==> src/hw/rtl/ipfa_pkg.sv <==
// ipfa_pkg: shared types and helpers for the ipv4 prefix acl filter
// no dependencies; imported by ipfa_cell and ipv4_prefix_acl_filter
`timescale 1ns / 1ps
`default_nettype none

package ipfa_pkg;

  localparam int unsigned AddrW = 32;
  localparam int unsigned LenW  = 6;
  localparam logic [LenW-1:0] MaxLen = LenW'(AddrW);

  typedef enum logic [1:0] {
    CMD_CHECK   = 2'd0,
    CMD_APPEND  = 2'd1,
    CMD_PREPEND = 2'd2,
    CMD_CLEAR   = 2'd3
  } cmd_e;

  typedef struct packed {
    logic [1:0]       command;
    logic [AddrW-1:0] address;
    logic [LenW-1:0]  prefix_len;
    logic             accept_mark;
  } in_word_t;

  typedef struct packed {
    logic decision;
    logic rule_hit;
    logic status;
  } out_word_t;

  typedef struct packed {
    logic [AddrW-1:0] addr;
    logic [LenW-1:0]  len;
    logic             mark;
  } rule_t;

  typedef struct packed {
    logic             valid;
    logic             found;
    logic             decision;
    logic [AddrW-1:0] addr;
  } token_t;

  typedef struct packed {
    logic append;
    logic prepend;
  } cell_ctl_t;

  // top len bits set; len is at most 32
  function automatic logic [AddrW-1:0] prefix_mask(input logic [LenW-1:0] len);
    prefix_mask = ~({AddrW{1'b1}} >> len);
  endfunction

endpackage

`default_nettype wire

==> src/hw/rtl/ipfa_cell.sv <==
// ipfa_cell: one rule slot of the acl chain plus one stage of the lookup token
// depends on ipfa_pkg
`timescale 1ns / 1ps
`default_nettype none

module ipfa_cell #(
  parameter int unsigned IDX   = 0,
  parameter int unsigned CNT_W = 6
) (
  input  wire                 clk_i,
  input  wire                 rst_ni,
  input  ipfa_pkg::cell_ctl_t ctl_i,
  input  wire  [CNT_W-1:0]    count_i,
  input  ipfa_pkg::rule_t     new_rule_i,
  input  ipfa_pkg::rule_t     prev_rule_i,
  output ipfa_pkg::rule_t     rule_o,
  input  ipfa_pkg::token_t    tok_i,
  output ipfa_pkg::token_t    tok_o
);
  import ipfa_pkg::*;

  localparam logic [CNT_W-1:0] MyIdx = CNT_W'(IDX);

  rule_t  rule_q, rule_d;
  token_t tok_q, tok_d;
  logic   active, match;

  assign active = MyIdx < count_i;
  assign match  = active &&
                  (((tok_i.addr ^ rule_q.addr) & prefix_mask(rule_q.len)) == '0);

  always_comb begin
    rule_d = rule_q;
    if (ctl_i.prepend) begin
      rule_d = prev_rule_i;
    end else if (ctl_i.append && (count_i == MyIdx)) begin
      rule_d = new_rule_i;
    end
  end

  always_comb begin
    tok_d = tok_i;
    if (!tok_i.found && match) begin
      tok_d.found    = 1'b1;
      tok_d.decision = rule_q.mark;
    end
  end

  always_ff @(posedge clk_i) begin
    rule_q <= rule_d;
  end

  always_ff @(posedge clk_i or negedge rst_ni) begin
    if (!rst_ni) begin
      tok_q <= '0;
    end else begin
      tok_q <= tok_d;
    end
  end

  assign rule_o = rule_q;
  assign tok_o  = tok_q;

endmodule

`default_nettype wire

==> src/hw/rtl/ipv4_prefix_acl_filter.sv <==
// ipv4_prefix_acl_filter: first-match ipv4 prefix acl built as a row of rule cells
// depends on ipfa_pkg and ipfa_cell
//
//   channel   signals                          direction  accepted when
//   command   start, busy, cmd_i               in         start & !busy
//   result    done_o, result_o                 out        done_o (one cycle, no stall)
//   config    cfg_valid_i, cfg_ready_o, cfg_data_i  in    cfg_valid_i & cfg_ready_o
//
// append, prepend and clear give their result in the cycle after acceptance
// and the next word can be taken in that cycle.
// a check walks one cell per cycle down the chain, so its result shows
// when its token leaves the last cell; busy stays high until that result cycle.
// reset clears the rule count, the default and the token valids; rule
// contents stay undefined until written. results cannot be stalled.
`timescale 1ns / 1ps
`default_nettype none

module ipv4_prefix_acl_filter #(
  parameter int unsigned RULE_SLOTS = 32
) (
  input  wire                  clk_i,
  input  wire                  rst_ni,
  input  wire                  start,
  output logic                 busy,
  input  ipfa_pkg::in_word_t   cmd_i,
  output logic                 done_o,
  output ipfa_pkg::out_word_t  result_o,
  input  wire                  cfg_valid_i,
  output logic                 cfg_ready_o,
  input  wire                  cfg_data_i
);
  import ipfa_pkg::*;

  localparam int unsigned CntW = $clog2(RULE_SLOTS + 1);
  localparam logic [CntW-1:0] Full = CntW'(RULE_SLOTS);

  logic [CntW-1:0] count_q, count_d;
  logic            dflt_q;
  logic            busy_q, busy_d;
  logic            misc_valid_q, misc_valid_d;
  out_word_t       misc_q, misc_d;
  logic            accept, is_full, is_insert;
  cmd_e            cmd;
  cell_ctl_t       ctl;
  rule_t           new_rule;
  token_t          inj_tok;
  rule_t           rule_chain [RULE_SLOTS];
  token_t          tok_chain  [RULE_SLOTS];
  token_t          last_tok;

  assign cmd       = cmd_e'(cmd_i.command);
  assign last_tok  = tok_chain[RULE_SLOTS-1];
  assign busy      = busy_q && !last_tok.valid;
  assign accept    = start && !busy;
  assign is_full   = count_q == Full;
  assign is_insert = (cmd == CMD_APPEND) || (cmd == CMD_PREPEND);
  assign cfg_ready_o = 1'b1;

  assign new_rule.addr = cmd_i.address;
  assign new_rule.len  = (cmd_i.prefix_len > MaxLen) ? MaxLen : cmd_i.prefix_len;
  assign new_rule.mark = cmd_i.accept_mark;

  assign ctl.append  = accept && (cmd == CMD_APPEND) && !is_full;
  assign ctl.prepend = accept && (cmd == CMD_PREPEND) && !is_full;

  assign inj_tok.valid    = accept && (cmd == CMD_CHECK);
  assign inj_tok.found    = 1'b0;
  assign inj_tok.decision = dflt_q;
  assign inj_tok.addr     = cmd_i.address;

  always_comb begin
    count_d      = count_q;
    busy_d       = busy_q;
    misc_valid_d = 1'b0;
    misc_d       = '0;
    if (last_tok.valid) begin
      busy_d = 1'b0;
    end
    if (accept) begin
      unique case (cmd)
        CMD_CHECK: begin
          busy_d = 1'b1;
        end
        CMD_APPEND, CMD_PREPEND: begin
          misc_valid_d = 1'b1;
          misc_d.status = is_full;
          if (!is_full) begin
            count_d = count_q + CntW'(1);
          end
        end
        CMD_CLEAR: begin
          misc_valid_d = 1'b1;
          count_d = '0;
        end
        default: begin
          busy_d = busy_q;
        end
      endcase
    end
  end

  always_ff @(posedge clk_i or negedge rst_ni) begin
    if (!rst_ni) begin
      count_q      <= '0;
      dflt_q       <= 1'b0;
      busy_q       <= 1'b0;
      misc_valid_q <= 1'b0;
    end else begin
      count_q      <= count_d;
      busy_q       <= busy_d;
      misc_valid_q <= misc_valid_d;
      if (cfg_valid_i && cfg_ready_o) begin
        dflt_q <= cfg_data_i;
      end
    end
  end

  always_ff @(posedge clk_i) begin
    misc_q <= misc_d;
  end

  for (genvar g = 0; g < RULE_SLOTS; g++) begin : g_cell
    rule_t  prev_rule;
    token_t prev_tok;
    if (g == 0) begin : g_head
      assign prev_rule = new_rule;
      assign prev_tok  = inj_tok;
    end else begin : g_body
      assign prev_rule = rule_chain[g-1];
      assign prev_tok  = tok_chain[g-1];
    end
    ipfa_cell #(
      .IDX   (g),
      .CNT_W (CntW)
    ) u_cell (
      .clk_i       (clk_i),
      .rst_ni      (rst_ni),
      .ctl_i       (ctl),
      .count_i     (count_q),
      .new_rule_i  (new_rule),
      .prev_rule_i (prev_rule),
      .rule_o      (rule_chain[g]),
      .tok_i       (prev_tok),
      .tok_o       (tok_chain[g])
    );
  end

  assign done_o = misc_valid_q || last_tok.valid;

  always_comb begin
    result_o = misc_q;
    if (last_tok.valid) begin
      result_o.decision = last_tok.decision;
      result_o.rule_hit = last_tok.found;
      result_o.status   = 1'b0;
    end
  end

`ifndef SYNTH
  a_count_range: assert property (@(posedge clk_i) disable iff (!rst_ni)
    count_q <= Full)
    else $error("rule count above table size");

  a_full_refused: assert property (@(posedge clk_i) disable iff (!rst_ni)
    (accept && is_insert && is_full) |=> (done_o && result_o.status && $stable(count_q)))
    else $error("insert into full table not refused");

  a_no_overlap: assert property (@(posedge clk_i) disable iff (!rst_ni)
    !(misc_valid_q && last_tok.valid))
    else $error("check and command results collide");

  a_hit_only_check: assert property (@(posedge clk_i) disable iff (!rst_ni)
    (done_o && misc_valid_q) |-> (!result_o.rule_hit && !result_o.decision))
    else $error("non-check result carries a decision");
`endif

endmodule

`default_nettype wire

==> config.mk <==
export PLATFORM = sky130hd
export DESIGN_NAME = ipv4_prefix_acl_filter
export DESIGN_NICKNAME = d
export VERILOG_FILES = /design/src/hw/rtl/ipfa_pkg.sv /design/src/hw/rtl/ipfa_cell.sv /design/src/hw/rtl/ipv4_prefix_acl_filter.sv
export SDC_FILE = /design/constraint.sdc
export NUM_CORES = 2
export LEC_CHECK = 0
export ABC_AREA = 0
export BUFFER_PORTS_ARGS = -buffer_cell sky130_fd_sc_hd__buf_2
export CAP_MARGIN = 20
export CORE_UTILIZATION = 60
export CTS_CLUSTER_SIZE = 16
export DETAILED_ROUTE_END_ITERATION = 8
export PLACE_DENSITY = 0.86
export SLEW_MARGIN = 5
export SYNTH_ARGS = -nofsm -noshare
export SYNTH_HDL_FRONTEND = slang
export SYNTH_SLANG_ARGS = --single-unit
==> constraint.sdc <==
create_clock -name clk_i -period 7.7 [get_ports clk_i]
set_clock_uncertainty 0.15 [all_clocks]
set_input_delay 0.77 -clock clk_i [delete_from_list [all_inputs] [get_ports clk_i]]
set_output_delay 0.77 -clock clk_i [all_outputs]
set_load 0.05 [all_outputs]
==> run metrics <==
CP required=8.30 ns; clock root buffer=clkbuf_16; TritonCTS clock tree=yes; synthesized-area fraction occupied by adder cells=0.00383; Peak VDD IR=0.271 mV; dpl cells=10400; pin count of the biggest net entering global routing=198; WP data arrival=5.55 ns; max cap viols=0; Sequential Power Share=0.495; Syn Inst Count=8598; full die area=166000 um^2; core area=163000 um^2; Post-synth ARST share=0.468; worst slew pin tran=1.42 ns; violated checks=design-rule violations; syn_nets=8651; Lkg Pwr=42.4 nW; synthesized area=98700 um^2; maximum clock insertion buffer count=3; Non-Filler Instances=10900; number of port buffers=50; clock-pin slew on the worst setup and hold paths=0.07 ns; initial antenna violation count=28; crit-path max FO=33; Yosys top cell by area=edfxtp_1; final hold violations=0; final antenna-violating net count=0; vias in the first global route=70100; row cnt=148; top area cells in the synthesized netlist=edfxtp_1 (38%), dfrtp_1 (28%), nand2_1 (9.4%); Post-synth top cells=nand2_1 (2481), edfxtp_1 (1248), dfrtp_1 (1097); Total GRT Usage=0.445; Yosys warnings=0; IO Pins=52; startpoint types=flip-flop; gp weighted congestion=1.04; hold buffers post-CTS=35; mean area per synthesized cell=11.5 um^2; Residual DRC=7; pwr dens=279 nW/um^2; Synth Area in Simple Gates=0.133; Min Clock Period, post-route=4.95 ns; Worst Reg-to-Reg Cells=9; final count of pins violating max slew=0; Fmax=0.202 GHz; total CTS buffers=228; Power Total=30.6 mW; Die X=408 um; crit share post-route=0.642; hold_sp=cmd_i[34]; combinational share of power=0.114; clk sinks=2346; DP Area=101000 um^2; r2r startpoint=count_q[1]; Synth cell types=93; Fin Hold WS=0.0797 ns; Crit. End Element=flip-flop; NetSw=8.66 mW; RSZ-0062 raised after global routing=no; Relative slew margins=0.0505; DP Wirelength=256 mm; Post-CTS Setup Inserts=0; Via density=6.70; DR pass1 iterations=9; Final Net Count=8587; number of flops mapped to enable cells by yosys=1248; Crit Reg-Reg Endpoint=g_cell[27].u_cell.rule_o[24]; final-layout fill cell count=11700; WL per Instance=34.1 um; Min-Delay Path Class=primary input to flip-flop; Seq/Total Area, Yosys=0.658; share of cells above drive strength 1=0.0732; clock network fraction of design power=0.391; WHS Path Cells=1; Crit Path Class=flip-flop to flip-flop; post-route cell area=110000 um^2; Die Span Y=408 um; xor-xnor portion of the synthesized cell area=0.0908; FF+latch count, synth=2346; flop2flop setup slack=2.75 ns; Skew-Pair Late Insertion Delay=0.91 ns; H-tree levels=4; Sw Share=0.283; area share of the largest cell type after synthesis=0.380; main combinational cell family by area after synthesis=simple AND/OR/NAND/NOR gates; Int Power=21.9 mW; 1st-iter DRT viols=13100; number of setup violations in the final report=0; routed wire length=373 mm; Resized cells post-CTS=0; ys flop type=edfxtp_1; status=complete, but fails checks; Hold EP=g_cell[0].u_cell.tok_o[27]; via count=73300; Layout area overhead=11.2%; setup TNS=0 ns; most common cell in the netlist=nand2_1; GRT Residual Overflow=0; mux cell area share after synthesis=0.00376; Synth Area in Compound Gates=0.0888; starting density of the core=0.606; global-route wire length before repair=521 mm
## sequential cells by signal, summed over array words and instances (netlist names)
register and cells:
g_cell.u_cell.tok_o 1088, dflt_q 1, misc_q 1, count_q 6
busy_q 1, misc_valid_q 1, g_cell.u_cell.rule_o 1248
## area by class of cell
cell class	instances	area (um^2)	share of cell area
inverters	87	327	0.00297
multi-input cells	5678	32100	0.292
flip-flops and latches	2346	64900	0.591
well taps	2175	2720	0.0248
clock inverters	134	1700	0.0154
repair buffers	193	1630	0.0148
clock buffers	303	6350	0.0578
diodes	20	50.0	0.000456
## cell usage in the layout, fill, tap and decap left out, drive strengths merged, types with 18 or more instances in the layout
cell	count
buf	158
or2	42
or4	27
clkinv	79
nand4	53
and2	18
o21ai	392
nand3	75
o22ai	94
nor2	204
clkinvlp	21
a2111oi	25
a21o	45
xor2	477
edfxtp	1248
a31oi	60
dfrtp	1097
o211ai	32
mux2	33
o31ai	34
a211oi	32
or3	30
bufinv	28
diode	20
dlygate4sd3	35
nor3	89
maj3	29
nand2b	33
o221ai	21
nand2	2481
xnor2	546
clkbuf	303
nor4	65
inv	93
a21oi	396
o21a	40
o31a	20
## layer usage
layer	part of all wire	GRT usage	vias to the layer above	wire length [um]
met2	0.42	0.617	6747	155000
met1	0.36	0.600	35700	133000
li1	-	-	29500	-
met4	0.074	0.275	20	27500
met3	0.15	0.159	1311	57000
met5	0.00039	0	-	145
## worst max path at each step
stage / from / endpoint
4_1_cts: count_q[1] / g_cell[22].u_cell.rule_o[10]
6_report: count_q[1] / g_cell[27].u_cell.rule_o[24]
3_3_place_gp: count_q[1] / g_cell[21].u_cell.rule_o[18]
5_1_grt: count_q[1] / g_cell[27].u_cell.rule_o[24]
2_1_floorplan: count_q[1] / g_cell[11].u_cell.rule_o[0]
3_5_place_dp: count_q[1] / g_cell[22].u_cell.rule_o[10]
## per-stage QoR
step | utilization | setup WS [ns]
finish | 0.674 | 2.75
global route | 0.674 | 2.86
CTS | 0.673 | 2.97
detailed placement | 0.622 | 3.00
global placement | 0.621 | 3.16
floorplan | - | 2.26
## power by group through the flow
stage                     Clock [mW]  Combinational, mW  Sequential (mW)
after global placement             0               3.24             15.3
final                           12.0               3.49             15.1
after global routing            12.4               3.62             15.2
after detailed placement           0               3.28             15.3
after CTS                       11.9               3.33             15.1
after floorplan                    0               1.97             14.8
## cell families after synthesis
logic type / after synthesis
AOI/OAI and AO/OA: 1406
adders and majority gates: 36
buffers and inverters: 574
muxes: 33
other: 1
DFF: 2346
xor gates and xnor gates: 1023
and+or+nand+nor: 3179
## critical path: stages, from the launching register on
cell and delay (ns):
dfrtp_1 0.57, inv_1 0.19, ha_1 0.65, nand2_1 0.23
or3_1 0.47, nand3_4 0.61, buf_12 0.37, nand2_2 0.76
buf_4 0.55, nand2_1 0.12
Note: power is estimated with default switching activity, not from simulation.
